==> config.mk <==
export PLATFORM = sky130hd
export DESIGN_NAME = sha256_byte_stream_hasher_top_flat
export DESIGN_NICKNAME = d
export VERILOG_FILES = /design/src/sv/sha_pkg.sv /design/src/sv/sha_ifs.sv /design/src/sv/sha256_byte_stream_hasher_top.sv /design/src/sv/sha_ram.sv /design/src/flat_wrapper.sv
export VERILOG_INCLUDE_DIRS = /design/src /design/src/sv
export SDC_FILE = /design/constraint.sdc
export NUM_CORES = 2
export LEC_CHECK = 0
export BUFFER_PORTS_ARGS = -buffer_cell sky130_fd_sc_hd__buf_4
export CORE_UTILIZATION = 34
export DETAILED_ROUTE_END_ITERATION = 10
export PLACE_DENSITY_LB_ADDON = 0.12
export SETUP_SLACK_MARGIN = 0.15
export SYNTH_ARGS = -nofsm -noshare
export SYNTH_HDL_FRONTEND = slang
export SYNTH_HIERARCHICAL = 1
export SYNTH_SLANG_ARGS = --single-unit
==> constraint.sdc <==
create_clock -name i_clk -period 44.7 [get_ports i_clk]
set_input_delay 2.235 -clock i_clk [delete_from_list [all_inputs] [get_ports i_clk]]
set_output_delay 2.235 -clock i_clk [all_outputs]
set_load 0.01 [all_outputs]
==> src/sv/sha256_byte_stream_hasher_top_defines.svh <==
// Assertion macros shared by the SHA-256 hasher RTL.
`ifndef SHA256_BYTE_STREAM_HASHER_TOP_DEFINES_SVH
`define SHA256_BYTE_STREAM_HASHER_TOP_DEFINES_SVH
// Checked only while reset is released.
`define SHA_CHECK(lbl, prop, msg) \
    lbl: assert property (@(posedge i_clk) disable iff (!i_rst_n) prop) else $error(msg);
// Checked on every edge, during reset too.
`define SHA_CHECK_ALWAYS(lbl, prop, msg) \
    lbl: assert property (@(posedge i_clk) prop) else $error(msg);
`endif

==> src/sv/sha_pkg.sv <==
// Package with types, constants and round functions of the SHA-256 hasher.
`default_nettype none
package sha_pkg;
    localparam int BUF_WORDS = 16;
    localparam int CNT_W = 61;

    typedef enum logic [2:0] {
        S_IDLE, S_LOAD, S_ROUND, S_FIN, S_PAD80, S_ZERO, S_LEN, S_OUT
    } t_state;

    localparam logic [31:0] IV [8] = '{
        32'h6a09e667, 32'hbb67ae85, 32'h3c6ef372, 32'ha54ff53a,
        32'h510e527f, 32'h9b05688c, 32'h1f83d9ab, 32'h5be0cd19};

    localparam logic [31:0] K [64] = '{
        32'h428a2f98, 32'h71374491, 32'hb5c0fbcf, 32'he9b5dba5,
        32'h3956c25b, 32'h59f111f1, 32'h923f82a4, 32'hab1c5ed5,
        32'hd807aa98, 32'h12835b01, 32'h243185be, 32'h550c7dc3,
        32'h72be5d74, 32'h80deb1fe, 32'h9bdc06a7, 32'hc19bf174,
        32'he49b69c1, 32'hefbe4786, 32'h0fc19dc6, 32'h240ca1cc,
        32'h2de92c6f, 32'h4a7484aa, 32'h5cb0a9dc, 32'h76f988da,
        32'h983e5152, 32'ha831c66d, 32'hb00327c8, 32'hbf597fc7,
        32'hc6e00bf3, 32'hd5a79147, 32'h06ca6351, 32'h14292967,
        32'h27b70a85, 32'h2e1b2138, 32'h4d2c6dfc, 32'h53380d13,
        32'h650a7354, 32'h766a0abb, 32'h81c2c92e, 32'h92722c85,
        32'ha2bfe8a1, 32'ha81a664b, 32'hc24b8b70, 32'hc76c51a3,
        32'hd192e819, 32'hd6990624, 32'hf40e3585, 32'h106aa070,
        32'h19a4c116, 32'h1e376c08, 32'h2748774c, 32'h34b0bcb5,
        32'h391c0cb3, 32'h4ed8aa4a, 32'h5b9cca4f, 32'h682e6ff3,
        32'h748f82ee, 32'h78a5636f, 32'h84c87814, 32'h8cc70208,
        32'h90befffa, 32'ha4506ceb, 32'hbef9a3f7, 32'hc67178f2};

    function automatic logic [31:0] ror(input logic [31:0] x, input int n);
        return (x >> n) | (x << (32 - n));
    endfunction

    function automatic logic [31:0] sig0(input logic [31:0] x);
        return ror(x, 7) ^ ror(x, 18) ^ (x >> 3);
    endfunction

    function automatic logic [31:0] sig1(input logic [31:0] x);
        return ror(x, 17) ^ ror(x, 19) ^ (x >> 10);
    endfunction

    function automatic logic [31:0] bsig0(input logic [31:0] x);
        return ror(x, 2) ^ ror(x, 13) ^ ror(x, 22);
    endfunction

    function automatic logic [31:0] bsig1(input logic [31:0] x);
        return ror(x, 6) ^ ror(x, 11) ^ ror(x, 25);
    endfunction
endpackage
`default_nettype wire

==> src/sv/sha_ifs.sv <==
// Handshake interfaces for the byte input and the digest output.
`default_nettype none
interface sha_in_if;
    logic       valid;
    logic       ready;
    logic [7:0] data_byte;
    logic       byte_valid;
    logic       last_byte;
    modport source (output valid, data_byte, byte_valid, last_byte, input ready);
    modport sink (input valid, data_byte, byte_valid, last_byte, output ready);
endinterface

interface sha_out_if;
    logic        valid;
    logic        ready;
    logic [31:0] digest_word;
    logic [2:0]  word_index;
    logic        last_word;
    modport source (output valid, digest_word, word_index, last_word, input ready);
    modport sink (input valid, digest_word, word_index, last_word, output ready);
endinterface
`default_nettype wire

==> src/sv/sha256_byte_stream_hasher_top.sv <==
// Top level of the SHA-256 byte stream hasher.
//   Channel  Direction  Carries
//   i_in     in         data_byte, byte_valid, last_byte
//   o_out    out        digest_word, word_index, last_word
// A byte is taken while idle; the 64th byte of a block starts a compression
// (load the block from the buffer RAM, 64 rounds, 1 add). A last item
// pads byte by byte, plus one or two compressions, then holds each digest word
// until taken. No item is taken while busy.
// Reset is synchronous, active low, and restores the initial hash values.
`default_nettype none
`include "sha256_byte_stream_hasher_top_defines.svh"
module sha256_byte_stream_hasher_top (
    input  wire logic i_clk,
    input  wire logic i_rst_n,
    sha_in_if.sink    i_in,
    sha_out_if.source o_out
);
    import sha_pkg::*;

    t_state             r_state, n_state;
    t_state             r_ret, n_ret;
    logic [CNT_W-1:0]   r_count, n_count;
    logic [5:0]         r_pos, n_pos;
    logic [6:0]         r_cnt, n_cnt;
    logic [2:0]         r_idx, n_idx;
    logic [23:0]        r_acc, n_acc;
    logic [31:0]        r_h [8];
    logic [31:0]        n_h [8];
    logic [31:0]        r_v [8];
    logic [31:0]        n_v [8];
    logic [31:0]        r_w [16];
    logic [31:0]        n_w [16];

    logic               push;
    logic [7:0]         push_byte;
    logic               ram_we;
    logic [3:0]         ram_raddr;
    logic [31:0]        ram_rdata;
    logic               in_acc;
    logic [63:0]        bit_len;
    logic [31:0]        t1, t2, w_next;

    sha_ram #(.WIDTH(32), .DEPTH(BUF_WORDS)) u_buf (
        .i_clk  (i_clk),
        .i_we   (ram_we),
        .i_waddr(r_pos[5:2]),
        .i_wdata({r_acc, push_byte}),
        .i_raddr(ram_raddr),
        .o_rdata(ram_rdata)
    );

    // Outputs and handshake.
    always_comb begin
        i_in.ready        = (r_state == S_IDLE);
        o_out.valid       = (r_state == S_OUT);
        o_out.digest_word = r_h[r_idx];
        o_out.word_index  = r_idx;
        o_out.last_word   = (r_idx == 3'd7);
        ram_raddr         = r_cnt[3:0];
    end

    assign in_acc  = i_in.valid && i_in.ready;
    assign bit_len = {r_count, 3'b000};
    assign t1 = r_v[7] + bsig1(r_v[4]) + ((r_v[4] & r_v[5]) ^ (~r_v[4] & r_v[6]))
              + K[r_cnt[5:0]] + r_w[0];
    assign t2 = bsig0(r_v[0]) + ((r_v[0] & r_v[1]) ^ (r_v[0] & r_v[2]) ^ (r_v[1] & r_v[2]));
    assign w_next = r_w[0] + sig0(r_w[1]) + r_w[9] + sig1(r_w[14]);

    // Byte written into the block this cycle, from the input or the padder.
    always_comb begin
        push      = 1'b0;
        push_byte = 8'h00;
        unique case (r_state)
            S_IDLE: begin
                push      = in_acc && i_in.byte_valid;
                push_byte = i_in.data_byte;
            end
            S_PAD80: begin
                push      = 1'b1;
                push_byte = 8'h80;
            end
            S_ZERO: begin
                push = (r_pos != 6'd56);
            end
            S_LEN: begin
                push      = 1'b1;
                push_byte = bit_len[6'd63 - {r_pos[2:0], 3'b000} -: 8];
            end
            default: begin
                push = 1'b0;
            end
        endcase
        ram_we = push && (r_pos[1:0] == 2'd3);
    end

    // Next state.
    always_comb begin
        n_state = r_state;
        n_ret   = r_ret;
        n_count = r_count;
        n_pos   = r_pos;
        n_cnt   = r_cnt;
        n_idx   = r_idx;
        n_acc   = r_acc;
        n_h     = r_h;
        n_v     = r_v;
        n_w     = r_w;
        if (push) begin
            n_pos = r_pos + 6'd1;
            n_acc = {r_acc[15:0], push_byte};
        end
        unique case (r_state)
            S_IDLE: begin
                if (in_acc) begin
                    if (i_in.byte_valid) begin
                        n_count = r_count + 1'b1;
                    end
                    if (i_in.byte_valid && r_pos == 6'd63) begin
                        n_state = S_LOAD;
                        n_cnt   = '0;
                        n_ret   = i_in.last_byte ? S_PAD80 : S_IDLE;
                    end else if (i_in.last_byte) begin
                        n_state = S_PAD80;
                    end
                end
            end
            S_PAD80: begin
                if (r_pos == 6'd63) begin
                    n_state = S_LOAD;
                    n_cnt   = '0;
                    n_ret   = S_ZERO;
                end else begin
                    n_state = S_ZERO;
                end
            end
            S_ZERO: begin
                if (r_pos == 6'd56) begin
                    n_state = S_LEN;
                end else if (r_pos == 6'd63) begin
                    n_state = S_LOAD;
                    n_cnt   = '0;
                    n_ret   = S_ZERO;
                end
            end
            S_LEN: begin
                if (r_pos == 6'd63) begin
                    n_state = S_LOAD;
                    n_cnt   = '0;
                    n_ret   = S_OUT;
                end
            end
            S_LOAD: begin
                // Read data arrives in the cycle after its address.
                if (r_cnt != 7'd0) begin
                    for (int j = 0; j < 15; j++) begin
                        n_w[j] = r_w[j + 1];
                    end
                    n_w[15] = ram_rdata;
                end
                if (r_cnt == 7'd16) begin
                    n_state = S_ROUND;
                    n_cnt   = '0;
                    n_v     = r_h;
                end else begin
                    n_cnt = r_cnt + 7'd1;
                end
            end
            S_ROUND: begin
                for (int j = 0; j < 15; j++) begin
                    n_w[j] = r_w[j + 1];
                end
                n_w[15] = w_next;
                n_v[7] = r_v[6];
                n_v[6] = r_v[5];
                n_v[5] = r_v[4];
                n_v[4] = r_v[3] + t1;
                n_v[3] = r_v[2];
                n_v[2] = r_v[1];
                n_v[1] = r_v[0];
                n_v[0] = t1 + t2;
                n_cnt  = r_cnt + 7'd1;
                if (r_cnt == 7'd63) begin
                    n_state = S_FIN;
                end
            end
            S_FIN: begin
                for (int j = 0; j < 8; j++) begin
                    n_h[j] = r_h[j] + r_v[j];
                end
                n_state = r_ret;
                n_idx   = '0;
            end
            S_OUT: begin
                if (o_out.ready) begin
                    n_idx = r_idx + 3'd1;
                    if (r_idx == 3'd7) begin
                        n_state = S_IDLE;
                        n_h     = IV;
                        n_count = '0;
                        n_pos   = '0;
                    end
                end
            end
            default: begin
                n_state = S_IDLE;
            end
        endcase
    end

    always_ff @(posedge i_clk) begin
        if (!i_rst_n) begin
            r_state <= S_IDLE;
            r_ret   <= S_IDLE;
            r_count <= '0;
            r_pos   <= '0;
            r_cnt   <= '0;
            r_idx   <= '0;
            r_h     <= IV;
        end else begin
            r_state <= n_state;
            r_ret   <= n_ret;
            r_count <= n_count;
            r_pos   <= n_pos;
            r_cnt   <= n_cnt;
            r_idx   <= n_idx;
            r_h     <= n_h;
        end
        r_acc <= n_acc;
        r_v   <= n_v;
        r_w   <= n_w;
    end

    `SHA_CHECK(a_one_side, o_out.valid |-> !i_in.ready, "input taken while digest pending")
    `SHA_CHECK(a_digest_done, (o_out.valid && o_out.ready && o_out.last_word) |=> (r_pos == 6'd0 && r_count == '0), "state not cleared after digest")
    `SHA_CHECK(a_fill_block, (in_acc && i_in.byte_valid && r_pos == 6'd63) |=> (r_state == S_LOAD), "full block not compressed")
    `SHA_CHECK_ALWAYS(a_rst_idle, !i_rst_n |=> (r_state == S_IDLE), "reset did not return to idle")
endmodule
`default_nettype wire

==> src/sv/sha_ram.sv <==
// Generic single-write, single-read RAM with registered read data.
`default_nettype none
module sha_ram #(
    parameter int WIDTH = 32,
    parameter int DEPTH = 16
) (
    input  wire logic                     i_clk,
    input  wire logic                     i_we,
    input  wire logic [$clog2(DEPTH)-1:0] i_waddr,
    input  wire logic [WIDTH-1:0]         i_wdata,
    input  wire logic [$clog2(DEPTH)-1:0] i_raddr,
    output logic      [WIDTH-1:0]         o_rdata
);
    logic [WIDTH-1:0] r_mem [DEPTH];

    always_ff @(posedge i_clk) begin
        if (i_we) begin
            r_mem[i_waddr] <= i_wdata;
        end
        o_rdata <= r_mem[i_raddr];
    end
endmodule
`default_nettype wire
==> src/flat_wrapper.sv <==
// flat-port wrapper written by rule: the top's interface ports become plain ports
module sha256_byte_stream_hasher_top_flat import sha_pkg::*;
  (i_clk, i_rst_n, i_in_valid, i_in_data_byte, i_in_byte_valid, i_in_last_byte, i_in_ready, o_out_valid, o_out_digest_word, o_out_word_index, o_out_last_word, o_out_ready);
  sha_in_if i_in_i ();
  sha_out_if o_out_i ();
  input  wire logic i_clk;
  input  wire logic i_rst_n;
  input wire logic [$bits(i_in_i.valid)-1:0] i_in_valid;
  input wire logic [$bits(i_in_i.data_byte)-1:0] i_in_data_byte;
  input wire logic [$bits(i_in_i.byte_valid)-1:0] i_in_byte_valid;
  input wire logic [$bits(i_in_i.last_byte)-1:0] i_in_last_byte;
  output wire logic [$bits(i_in_i.ready)-1:0] i_in_ready;
  output wire logic [$bits(o_out_i.valid)-1:0] o_out_valid;
  output wire logic [$bits(o_out_i.digest_word)-1:0] o_out_digest_word;
  output wire logic [$bits(o_out_i.word_index)-1:0] o_out_word_index;
  output wire logic [$bits(o_out_i.last_word)-1:0] o_out_last_word;
  input wire logic [$bits(o_out_i.ready)-1:0] o_out_ready;
  assign i_in_i.valid = i_in_valid;
  assign i_in_i.data_byte = i_in_data_byte;
  assign i_in_i.byte_valid = i_in_byte_valid;
  assign i_in_i.last_byte = i_in_last_byte;
  assign i_in_ready = i_in_i.ready;
  assign o_out_valid = o_out_i.valid;
  assign o_out_digest_word = o_out_i.digest_word;
  assign o_out_word_index = o_out_i.word_index;
  assign o_out_last_word = o_out_i.last_word;
  assign o_out_i.ready = o_out_ready;
  sha256_byte_stream_hasher_top u_core (.i_clk(i_clk), .i_rst_n(i_rst_n), .i_in(i_in_i), .o_out(o_out_i));
endmodule
==> results by group <==
Worst setup path
  • Critical Path RT: about 45 ns
  • Crit-path most repeated cell: o21ai_0
  • Crit path capture type: flip-flop
  • CP max stage cell: o311ai_0
  • CP Class: reg2reg
  • R2R depth: 32
  • Startpoint Class: flip-flop
  • FF-to-FF End: u_core/r_v[254]
  • Critical Path Max Stage Delay: ~1.2 ns
  • Worst R2R Setup Slack: about 33 ns
  • Critical-path maximum fanout: 48
  • Worst r2r src: u_core/r_cnt[1]
  • Critical path data arrival time: roughly 12 ns

Timing
  • Final worst-path cycle share: between 20 and 30%
  • Clk_skew: between 0.09 and 0.1 ns
  • Max Freq: about 90 MHz
  • Number of hold violations in the final report: 0
  • Tmin final: about 11 ns
  • Slew headroom: between 10% and 20%
  • Worst-Margin Slew: between 1 and 1.5 ns
  • Max Slew Vio Count: 0
  • Setup TNS Final: 0 ns
  • Endpoints failing setup: 0
  • RSZ-0062 raised after global routing: no

Yosys
  • Fraction of registers with async set/reset: 0%
  • Post-synth top area cell: edfxtp_1
  • Number of synthesized register bits: ~1700
  • Register area share after synthesis: a little over half
  • Synth top area share: 43.8%
  • Cell count after synthesis: 7790
  • Mapped Nets: ~8400
  • Netlist Area Pre-Place: 89500 µm²
  • EDFF count, synth: roughly 1300
  • YS warnings: 6
  • Top post-synthesis cells by area: edfxtp_1 44%, dfxtp_1 8.3%, ha_1 5.6%, mux4_2 5.2%, nand2_1 4.5%
  • Synth cell types: 86
  • Ys flop type: edfxtp_1
  • Mean area per synthesized cell: 11.5 µm²

Run
  • Max cap viols: 0

Min path
  • Cells on Worst Hold Path: 0
  • Hold endpoint: u_core/r_w[434]
  • Hold wc startpoint: u_core/r_w[402]
  • Worst hold path class: reg2reg

Cells and area
  • Reg area: approximately 47000 µm²
  • Layout cells sized above 1: between 10% and 20%
  • Most frequent cells in the layout: 1304 x edfxtp_1, 1058 x nand2_1, 512 x inv_1, 440 x o21ai_0, 432 x nor2_1
  • Nets@finish: 8413
  • Fillcell total: between 20000 and 30000
  • Area of the multi-input gates: ~40000 µm²
  • Non-Filler Instances: about 11000
  • Commonest non-fill, non-tap cell in the layout: edfxtp_1
  • P&R area growth vs syn: 12.6%

CTS
  • Post-CTS setup buffers: 0
  • Post-CTS Hold Fix Bufs: 0
  • Longest Clk Path Bufs: 3
  • Num CTS Buffers: ~200
  • H-tree depth: 4
  • Clk_lat worst skew: about 0.88 ns
  • Root Buffer: clkbuf_16
  • Cts repair resizes: 0
  • Clock sinks: about 1700
  • Clock-pin slew on the worst setup and hold paths: 0.06 ns
  • CTS tree: built

Detailed routing
  • Via count: roughly 62000
  • # DRC: 0
  • Detail-routed via count per cell: 5.36
  • WL final: between 200000 and 300000 µm
  • Initial drt markers: between 5000 and 6000
  • WL/cell: 25.9 µm
  • Antenna Nets Post-Route: 0
  • First-pass DRT Iterations: 6

GRT
  • Vias in the first global route: 59300
  • GRT Total Usage: roughly 22%
  • First-pass GRT wire length: approximately 430000 µm
  • Pin count of the biggest net entering global routing: between 150 and 200
  • Initial antenna violation count: 9
  • Remaining Overflow, GRT: 0

Floorplan
  • Die height: about 520 µm
  • Die width: 515 µm
  • Total die area: 265000 µm²
  • Rows: 187
  • Initial core utilization: approximately 34%
  • I/O pin total: between 50 and 60
  • Total core area: 261000 µm²

Placement
  • Final HPWL DP: 208000 µm
  • Placed cells: ~11000
  • IO buf count: 51
  • Gpl congestion: between 0.9 and 1

Run status
  • Run status: complete, no violations
[flip-flops by register name, indices dropped and copies added, names as in the netlist]
| name | cells |
|---|---|
| u_core/o_out.word_index | 3 |
| u_core/r_acc | 24 |
| u_core/r_cnt | 7 |
| u_core/r_count | 61 |
| u_core/r_h | 256 |
| u_core/r_pos | 6 |
| u_core/r_ret | 3 |
| u_core/r_state | 3 |
| u_core/r_v | 256 |
| u_core/r_w | 512 |
| u_core/u_buf/o_rdata | 32 |
| u_core/u_buf/r_mem | 512 |
[logic make-up after synthesis]
group                    synth area share (%)
flip-flops                               52.1
XOR/XNOR                                 6.17
multiplexers                             6.23
buffers and inverters                    3.69
AO/OA/AOI/OAI                            12.1
AND/OR/NAND/NOR                          9.72
adder cells (fa/ha/maj)                  10.0
[per-layer routing]
metal | part of all wire [%] | vias to the layer above | track usage (%)
li1 | - | 28100 | -
met1 | 49 | 31400 | 33.7
met2 | 44 | 1679 | 33.3
met3 | 5.2 | 312 | 2.96
met4 | 1.8 | 0 | 4.50
met5 | 0 | - | 0
[critical path, delay by kind of cell (launching register included)]
| family | cells | cell delay [ns] |
|---|---|---|
| AO/OA/AOI/OAI | 17 | 5.83 |
| buffers and inverters | 5 | 0.62 |
| XOR/XNOR | 2 | 0.34 |
| AND/OR/NAND/NOR | 2 | 0.51 |
| adder cells (fa/ha/maj) | 6 | 2.83 |
| flip-flops | 1 | 0.82 |
[area by class of cell]
type	count	area share [%]
Inverter	515	1.92
Tap cell	3496	4.34
Timing Repair Buffer	166	1.29
Sequential cell	1675	46.3
Multi-Input combinational cell	5248	39.6
Clock buffer	245	5.21
Clock inverter	120	1.42
Antenna cell	2	0.00497
[cell usage after synthesis, types with 25 or more instances]
master,number
mux2i_1,25
o31ai_1,28
o211ai_1,27
o22ai_1,82
a21oi_1,415
buf_1,40
nor3_1,94
nor2b_1,56
a31oi_1,39
o21bai_1,46
o21ai_0,447
xnor2_1,351
ha_1,401
nand2b_1,55
nand2_1,1062
o21a_1,58
or3_1,37
nand4_1,36
a211oi_1,69
mux4_2,205
dfxtp_1,371
clkbuf_1,295
a21o_1,166
inv_1,512
and3_1,36
and2_1,25
fa_1,197
xor2_1,274
nand3_1,103
a22oi_1,129
edfxtp_1,1304
mux2_2,63
nor2_1,450
[per-stage QoR]
| stage | setup WS [ns] | util (%) | area [µm²] | hold WS, ns |
|---|---|---|---|---|
| 2_1_floorplan | 17.06 | - | 89500 | 0.400 |
| 3_3_place_gp | 33.76 | 36.1 | 94100 | 0.400 |
| 3_5_place_dp | 33.76 | 36.1 | 94100 | 0.405 |
| 4_1_cts | 33.80 | 38.6 | 101000 | 0.378 |
| 5_1_grt | 33.11 | 38.7 | 101000 | 0.390 |
| 6_report | 33.49 | 38.7 | 101000 | 0.378 |
[worst max path at each step]
stage / slack, ns / cells past startpoint / end / start
after floorplan: 17.06 / 5 / u_core/r_w[0] / u_core/r_cnt[2]
after global placement: 33.76 / 32 / u_core/r_v[252] / u_core/r_cnt[1]
after detailed placement: 33.76 / 32 / u_core/r_v[252] / u_core/r_cnt[1]
after CTS: 33.80 / 32 / u_core/r_v[252] / u_core/r_cnt[1]
after global routing: 33.11 / 32 / u_core/r_v[252] / u_core/r_cnt[1]
final: 33.49 / 32 / u_core/r_v[254] / u_core/r_cnt[1]
Power is left out: the tool's default activity adds up to more than one toggle a clock period on the data nets, which glitch-free logic cannot reach.
